$ cat src/rtl/tccw_pkg.sv
package tccw_pkg;

   localparam int unsigned LINE_STRIDE = 160;

   localparam logic [15:0] OFF_SCREEN = 16'hFFFF;
   localparam logic [7:0]  CODE_CR    = 8'd13;
   localparam logic [7:0]  CODE_LF    = 8'd10;

   localparam logic [6:0] COLUMN_COUNT_RESET   = 7'd80;
   localparam logic [5:0] ROW_COUNT_RESET      = 6'd25;
   localparam logic [2:0] BYTES_PER_CHAR_RESET = 3'd2;
   localparam logic       CURSOR_SHOWN_RESET   = 1'b1;

   localparam int unsigned CSR_INDEX_WIDTH = 4;
   localparam int unsigned CSR_DATA_WIDTH  = 8;

   typedef enum logic [CSR_INDEX_WIDTH-1:0] {
      CSR_COLUMN_COUNT   = 4'd0,
      CSR_ROW_COUNT      = 4'd1,
      CSR_BYTES_PER_CHAR = 4'd2,
      CSR_CURSOR_SHOWN   = 4'd3
   } csr_index_type;

   typedef enum logic {
      REQ_PUT_CHAR = 1'b0,
      REQ_MOVE     = 1'b1
   } req_kind_type;

   typedef struct packed {
      logic               req_type;
      logic [7:0]         char_code;
      logic signed [15:0] target_x;
      logic signed [15:0] target_y;
   } req_data_type;

   typedef struct packed {
      logic        write_valid;
      logic [15:0] write_offset;
      logic [7:0]  write_code;
      logic        cursor_valid;
      logic [15:0] cursor_offset;
   } rsp_data_type;

   typedef struct packed {
      logic [6:0] column_count;
      logic [5:0] row_count;
      logic [2:0] bytes_per_char;
      logic       cursor_shown;
   } cfg_type;

   typedef struct packed {
      logic [6:0] col;
      logic [5:0] row;
   } cursor_type;

endpackage

$ cat src/rtl/tccw_csr_regs.sv
module tccw_csr_regs
   import tccw_pkg::*;
(
   input  logic                       clock,
   input  logic                       reset,
   input  logic                       csr_valid,
   output logic                       csr_ready,
   input  logic [CSR_INDEX_WIDTH-1:0] csr_index,
   input  logic [CSR_DATA_WIDTH-1:0]  csr_data,
   output cfg_type                    cfg
);

   cfg_type cfg_ff;
   cfg_type cfg_in;

   assign csr_ready = 1'b1;
   assign cfg       = cfg_ff;

   always_comb begin
      cfg_in = cfg_ff;
      if (csr_valid) begin
         case (csr_index)
            CSR_COLUMN_COUNT:   cfg_in.column_count   = csr_data[6:0];
            CSR_ROW_COUNT:      cfg_in.row_count      = csr_data[5:0];
            CSR_BYTES_PER_CHAR: cfg_in.bytes_per_char = csr_data[2:0];
            CSR_CURSOR_SHOWN:   cfg_in.cursor_shown   = csr_data[0];
            default:            cfg_in = cfg_ff;
         endcase
      end
   end

   always_ff @(posedge clock) begin
      if (reset) begin
         cfg_ff.column_count   <= COLUMN_COUNT_RESET;
         cfg_ff.row_count      <= ROW_COUNT_RESET;
         cfg_ff.bytes_per_char <= BYTES_PER_CHAR_RESET;
         cfg_ff.cursor_shown   <= CURSOR_SHOWN_RESET;
      end else begin
         cfg_ff <= cfg_in;
      end
   end

endmodule

$ cat src/rtl/tccw_step.sv
module tccw_step
   import tccw_pkg::*;
(
   input  cfg_type      cfg,
   input  cursor_type   cursor,
   input  req_data_type req,
   output cursor_type   cursor_next,
   output rsp_data_type rsp
);

   function automatic logic [15:0] cell_offset(input logic [6:0] col, input logic [5:0] row,
                                               input logic [2:0] bpc);
      logic [15:0] row_part;
      logic [15:0] col_part;
      row_part = 16'(row) * 16'(LINE_STRIDE);
      col_part = 16'(col) * 16'(bpc);
      return row_part + col_part;
   endfunction

   function automatic logic [6:0] clamp_coord(input logic signed [15:0] v,
                                              input logic [6:0] limit);
      logic [6:0] res;
      if (limit == 7'd0 || v < 0) begin
         res = 7'd0;
      end else if (v >= $signed({9'd0, limit})) begin
         res = limit - 7'd1;
      end else begin
         res = v[6:0];
      end
      return res;
   endfunction

   logic       on_screen;
   logic [6:0] col_inc;
   logic [6:0] row_clamp;

   assign on_screen = (cursor.col < cfg.column_count) && (cursor.row < cfg.row_count);
   assign col_inc   = cursor.col + 7'd1;
   assign row_clamp = clamp_coord(req.target_y, {1'b0, cfg.row_count});

   always_comb begin
      cursor_next       = cursor;
      rsp.write_valid   = 1'b0;
      rsp.write_offset  = 16'd0;
      rsp.write_code    = 8'd0;
      rsp.cursor_valid  = cfg.cursor_shown;
      rsp.cursor_offset = 16'd0;
      if (req.req_type == REQ_MOVE) begin
         cursor_next.col = clamp_coord(req.target_x, cfg.column_count);
         cursor_next.row = row_clamp[5:0];
      end else if (req.char_code == CODE_CR) begin
         cursor_next.col = 7'd0;
      end else if (req.char_code == CODE_LF) begin
         if (cursor.row < cfg.row_count) begin
            cursor_next.row = cursor.row + 6'd1;
         end
      end else if (on_screen) begin
         rsp.write_valid  = 1'b1;
         rsp.write_offset = cell_offset(cursor.col, cursor.row, cfg.bytes_per_char);
         rsp.write_code   = req.char_code;
         if (col_inc >= cfg.column_count) begin
            cursor_next.col = 7'd0;
            cursor_next.row = cursor.row + 6'd1;
         end else begin
            cursor_next.col = col_inc;
         end
      end
      if (cfg.cursor_shown) begin
         rsp.cursor_offset = ((cursor_next.col < cfg.column_count) &&
                              (cursor_next.row < cfg.row_count)) ?
            cell_offset(cursor_next.col, cursor_next.row, cfg.bytes_per_char) : OFF_SCREEN;
      end
   end

endmodule

$ cat src/rtl/text_console_cursor_writer.sv
// Throughput: one request per cycle unless the output stalls; an accepted request enters the
// input register and its result then the result register, and each register holds one item,
// and the cursor register is updated as an item moves into the result register.
// Reset (synchronous, active high): cursor to column 0, row 0; column_count 80,
// row_count 25, bytes_per_char 2, cursor_shown 1; both pipeline registers empty.
module text_console_cursor_writer
   import tccw_pkg::*;
(
   input  logic                       clock,
   input  logic                       reset,
   input  logic                       req_valid,
   output logic                       req_ready,
   input  req_data_type               req_data,
   output logic                       rsp_valid,
   input  logic                       rsp_ready,
   output rsp_data_type               rsp_data,
   input  logic                       csr_valid,
   output logic                       csr_ready,
   input  logic [CSR_INDEX_WIDTH-1:0] csr_index,
   input  logic [CSR_DATA_WIDTH-1:0]  csr_data
);

   cfg_type      cfg;
   logic         s1_valid_ff;
   logic         s1_valid_in;
   req_data_type s1_req_ff;
   logic         rsp_valid_ff;
   logic         rsp_valid_in;
   rsp_data_type rsp_data_ff;
   rsp_data_type rsp_calc;
   cursor_type   cursor_ff;
   cursor_type   cursor_in;
   logic         advance;
   logic         s1_fire;
   logic         req_fire;

   tccw_csr_regs u_csr (
      .clock     (clock),
      .reset     (reset),
      .csr_valid (csr_valid),
      .csr_ready (csr_ready),
      .csr_index (csr_index),
      .csr_data  (csr_data),
      .cfg       (cfg)
   );

   tccw_step u_step (
      .cfg         (cfg),
      .cursor      (cursor_ff),
      .req         (s1_req_ff),
      .cursor_next (cursor_in),
      .rsp         (rsp_calc)
   );

   assign advance   = !rsp_valid_ff || rsp_ready;
   assign s1_fire   = s1_valid_ff && advance;
   assign req_ready = !s1_valid_ff || advance;
   assign req_fire  = req_valid && req_ready;

   assign s1_valid_in  = req_fire || (s1_valid_ff && !advance);
   assign rsp_valid_in = s1_valid_ff || (rsp_valid_ff && !rsp_ready);

   assign rsp_valid = rsp_valid_ff;
   assign rsp_data  = rsp_data_ff;

   always_ff @(posedge clock) begin
      if (reset) begin
         s1_valid_ff  <= 1'b0;
         rsp_valid_ff <= 1'b0;
         cursor_ff    <= '0;
      end else begin
         s1_valid_ff  <= s1_valid_in;
         rsp_valid_ff <= rsp_valid_in;
         if (s1_fire) begin
            cursor_ff <= cursor_in;
         end
      end
   end

   always_ff @(posedge clock) begin
      if (req_fire) begin
         s1_req_ff <= req_data;
      end
      if (s1_fire) begin
         rsp_data_ff <= rsp_calc;
      end
   end

   a_reset_empty: assert property (@(posedge clock) $past(reset) |-> !rsp_valid && !s1_valid_ff)
      else $error("pipeline not empty after reset");

   a_stall_holds: assert property (@(posedge clock) disable iff (reset)
      s1_valid_ff && !advance |=> s1_valid_ff && $stable(s1_req_ff) && $stable(cursor_ff))
      else $error("stalled input stage lost its transaction or cursor moved");

   a_cursor_only_on_fire: assert property (@(posedge clock) disable iff (reset)
      !s1_fire |=> $stable(cursor_ff))
      else $error("cursor changed without a transaction");

   a_write_on_screen: assert property (@(posedge clock) disable iff (reset)
      rsp_valid && rsp_data.write_valid |-> rsp_data.write_offset != OFF_SCREEN)
      else $error("write issued at off-screen offset");

   a_cursor_hidden_zero: assert property (@(posedge clock) disable iff (reset)
      rsp_valid && !rsp_data.cursor_valid |-> rsp_data.cursor_offset == 16'd0)
      else $error("cursor offset set while cursor update not issued");

endmodule

$ cat config.mk
export PLATFORM = sky130hd
export DESIGN_NAME = text_console_cursor_writer
export DESIGN_NICKNAME = d
export VERILOG_FILES = /design/src/rtl/tccw_pkg.sv /design/src/rtl/tccw_csr_regs.sv /design/src/rtl/tccw_step.sv /design/src/rtl/text_console_cursor_writer.sv
export SDC_FILE = /design/constraint.sdc
export NUM_CORES = 1
export LEC_CHECK = 0
export ABC_AREA = 0
export BUFFER_PORTS_ARGS = -buffer_cell sky130_fd_sc_hd__buf_4
export CELL_PAD_IN_SITES_DETAIL_PLACEMENT = 0
export CELL_PAD_IN_SITES_GLOBAL_PLACEMENT = 1
export CORE_ASPECT_RATIO = 0.75
export CORE_MARGIN = 5
export CORE_UTILIZATION = 42
export DETAILED_ROUTE_END_ITERATION = 8
export PLACE_DENSITY_LB_ADDON = 0.1
export SLEW_MARGIN = 20
export SYNTH_ARGS = -nofsm -noshare
export SYNTH_HDL_FRONTEND = slang
export SYNTH_SLANG_ARGS = --single-unit
$ cat constraint.sdc
create_clock -name clock -period 4.75 [get_ports clock]
set_input_delay 0.475 -clock clock [delete_from_list [all_inputs] [get_ports clock]]
set_output_delay 0.475 -clock clock [all_outputs]
set_load 0.02 [all_outputs]
==> flow_metrics.tcl <==
set metrics [dict create \
    status "finished with violations" \
    violations "negative setup slack" \
    grt_pass1_wl_um 34500 \
    holdPathEnd "s1_req_ff[3]" \
    reg2reg_slack_ns -0.23 \
    layout-drive-gt1-share 0.396 \
    arrival_ns 5.16 \
    finish.utilization 0.622 \
    clk_latency_ns 0.43 \
    grt_max_degree 58 \
    synth_edf_count 82 \
    ys_seq_area_frac 0.405 \
    setup_viol 5 \
    htree_levels 4 \
    crit_fanout 4 \
    core-area_um2 17800 \
    fin_crit_ns 4.98 \
    cts.sinks 114 \
    synth.avg_cell_area_um2 10.3 \
    ant_nets 0 \
    final_cell_mix "buf_4 (239), edfxtp_1 (82), ha_1 (71)" \
    synth-seq-cells 114 \
    hold_class "in2reg" \
    finalNetCount 1159 \
    cts_hold_buf 0 \
    place_ws_ns -0.573 \
    r2r-end "rsp_data[12]" \
    cts_root_buf "clkbuf_16" \
    max_cap_viol_count 0 \
    grt_remaining_overflow 0 \
    fin_setup_tns_ns -0.690 \
    gr-usage-all-layers 0.206 \
    startpoint "cursor_ff[7]" \
    place_congestion 0.858 \
    hold_violations 0 \
    initial_core_util 0.431 \
    syn_inst 743 \
    crit_path_max_incr_delay_ns 0.53 \
    io_pins 103 \
    period_share 1.05 \
    antenna_cells 0 \
    worst_slew_pin_slew_ns 0.993 \
    cts_made_buffers 17 \
    port_buffers 99 \
    total_leakage_power_nw 4.98 \
    cts_max_path_buffers 2 \
    synthToLayoutAreaGrowth_pct 44.5 \
    whs_ns 0.220 \
    rsz0062_at_grt "true" \
    antenna_found_initial 0 \
    first_pass_iters 4 \
    reg2reg_depth 25 \
    cpLargestDelayFamily "adder cells" \
    worstSetupPathType "reg2reg" \
    synth_cell_type_count 65 \
    post-dp-hpwl_um 16100 \
    min_from "req_data[3]" \
    crit_path_top_delay_cell "fa_1" \
    drc_errors 0 \
    hold_depth 1 \
    num_vias 6376 \
    yosysWarnings 0 \
    r2r-start "cursor_ff[7]" \
    report.final.slew_viol_count 0 \
    die_x_um 166 \
    power-per-cell-area_nw_per_um2 289 \
    n_fill_cell 1489 \
    max-slew-margin-rel 0.338 \
    drt_first_iter_violations 325 \
    cts_tree "built" \
    final_common_cell "buf_4" \
    cp-end-kind "flip-flop" \
    cpMostUsedCell "ha_4" \
    finClkSkew_ns 0.0110 \
    die_h_um 127 \
    drt-wirelength-per-cell_um 17.0 \
    clock.fmax_ghz 0.201 \
    synth_ff_type "edfxtp_1" \
    power.total_mw 3.21 \
    worstSetupStartpointType "flip-flop" \
    clk_pin_slew_worst_paths_ns 0.07 \
    worstPathRequired_ns 4.94 \
    die_area_um2 21100 \
    first_global_vias 6662 \
    async_flop_share 0 \
    rows 42 \
    wirelength_um 21200 \
    worst_slack_ns -0.228 \
    viasPerCell 5.12 \
    synth_area_um2 7670 \
    ir_drop_uv 215 \
    worstPathBufferInverterCount 4 \
]
## worst max path at each step
stage | to | slack (ns) | cells past startpoint
final | rsp_data[12] | -0.23 | 25
after floorplan | rsp_data[13] | -0.13 | 25
after CTS | rsp_data[13] | -0.25 | 25
after detailed placement | rsp_data[13] | -0.57 | 21
after global routing | rsp_data[13] | -0.45 | 25
after global placement | rsp_data[13] | -0.57 | 21
## layer usage
layer | wire (um) | GRT usage
met1 | 9770 | 0.270
met2 | 10400 | 0.354
met3 | 817 | 0.0368
met4 | 277 | 0.0558
met5 | 0 | 0
## flip-flops by register name, indices dropped and copies added (netlist names)
signal / count
u_csr.cfg: 17
rsp_valid: 1
rsp_data: 41
cursor_ff: 13
s1_req_ff: 41
s1_valid_ff: 1
## Yosys cell counts (9+ instances only)
| cell type | number | area share |
|---|---|---|
| a211oi_1 | 9 | 0.0088 |
| a21oi_1 | 39 | 0.025 |
| and2_1 | 14 | 0.011 |
| and3_1 | 14 | 0.011 |
| clkbuf_1 | 18 | 0.0088 |
| dfxtp_1 | 32 | 0.084 |
| edfxtp_1 | 82 | 0.32 |
| fa_1 | 22 | 0.057 |
| ha_1 | 89 | 0.15 |
| inv_1 | 69 | 0.034 |
| mux2i_1 | 15 | 0.020 |
| nand2_1 | 44 | 0.022 |
| nand3_1 | 24 | 0.016 |
| nor2_1 | 56 | 0.027 |
| nor2b_1 | 23 | 0.019 |
| o21a_1 | 21 | 0.021 |
| o21ai_0 | 16 | 0.010 |
| xnor2_1 | 28 | 0.032 |
| xor2_1 | 11 | 0.013 |
## timing repair
item | in CTS | in global routing
resized for setup | 87 | 39
cloned | 0 | 0
endpoints found under the hold margin | 0 | 0
endpoints found under the setup margin | 7 | 16
buffers inserted | 23 | 8
pin swaps | 64 | 24
## cell families (layout without fill, tap and decap cells)
group | Yosys count | in the layout | share of synthesized area
AOI/OAI and AO/OA | 142 | 142 | 0.127
xor gates and xnor gates | 39 | 39 | 0.0445
adders and majority gates | 111 | 111 | 0.203
buffers and inverters | 96 | 355 | 0.0504
DFF | 114 | 114 | 0.405
muxes | 16 | 16 | 0.0210
other | 2 | 3 | 0.000979
and+or+nand+nor | 223 | 223 | 0.149
## layout make-up
| class | count | area, um2 | share of cell area |
|---|---|---|---|
| repair buffers | 253 | 1960 | 0.177 |
| inverters | 70 | 263 | 0.0237 |
| well taps | 242 | 303 | 0.0273 |
| multi-input cells | 534 | 4810 | 0.434 |
| clock buffers | 17 | 425 | 0.0384 |
| clock inverters | 15 | 198 | 0.0178 |
| flip-flops and latches | 114 | 3120 | 0.282 |
## stage by stage
step / std cells / instance area (um2)
after global routing: 1245 / 11100
after floorplan: 744 / 7790
after detailed placement: 1183 / 9640
after CTS: 1238 / 10800
final: 1245 / 11100
after global placement: 1183 / 9630
## report_power, final
| part | switching [mW] | internal [mW] |
|---|---|---|
| logic | 0.339 | 0.333 |
| registers | 0.0278 | 1.14 |
| clock network | 0.527 | 0.841 |
Power figures use the tool's default switching activity.
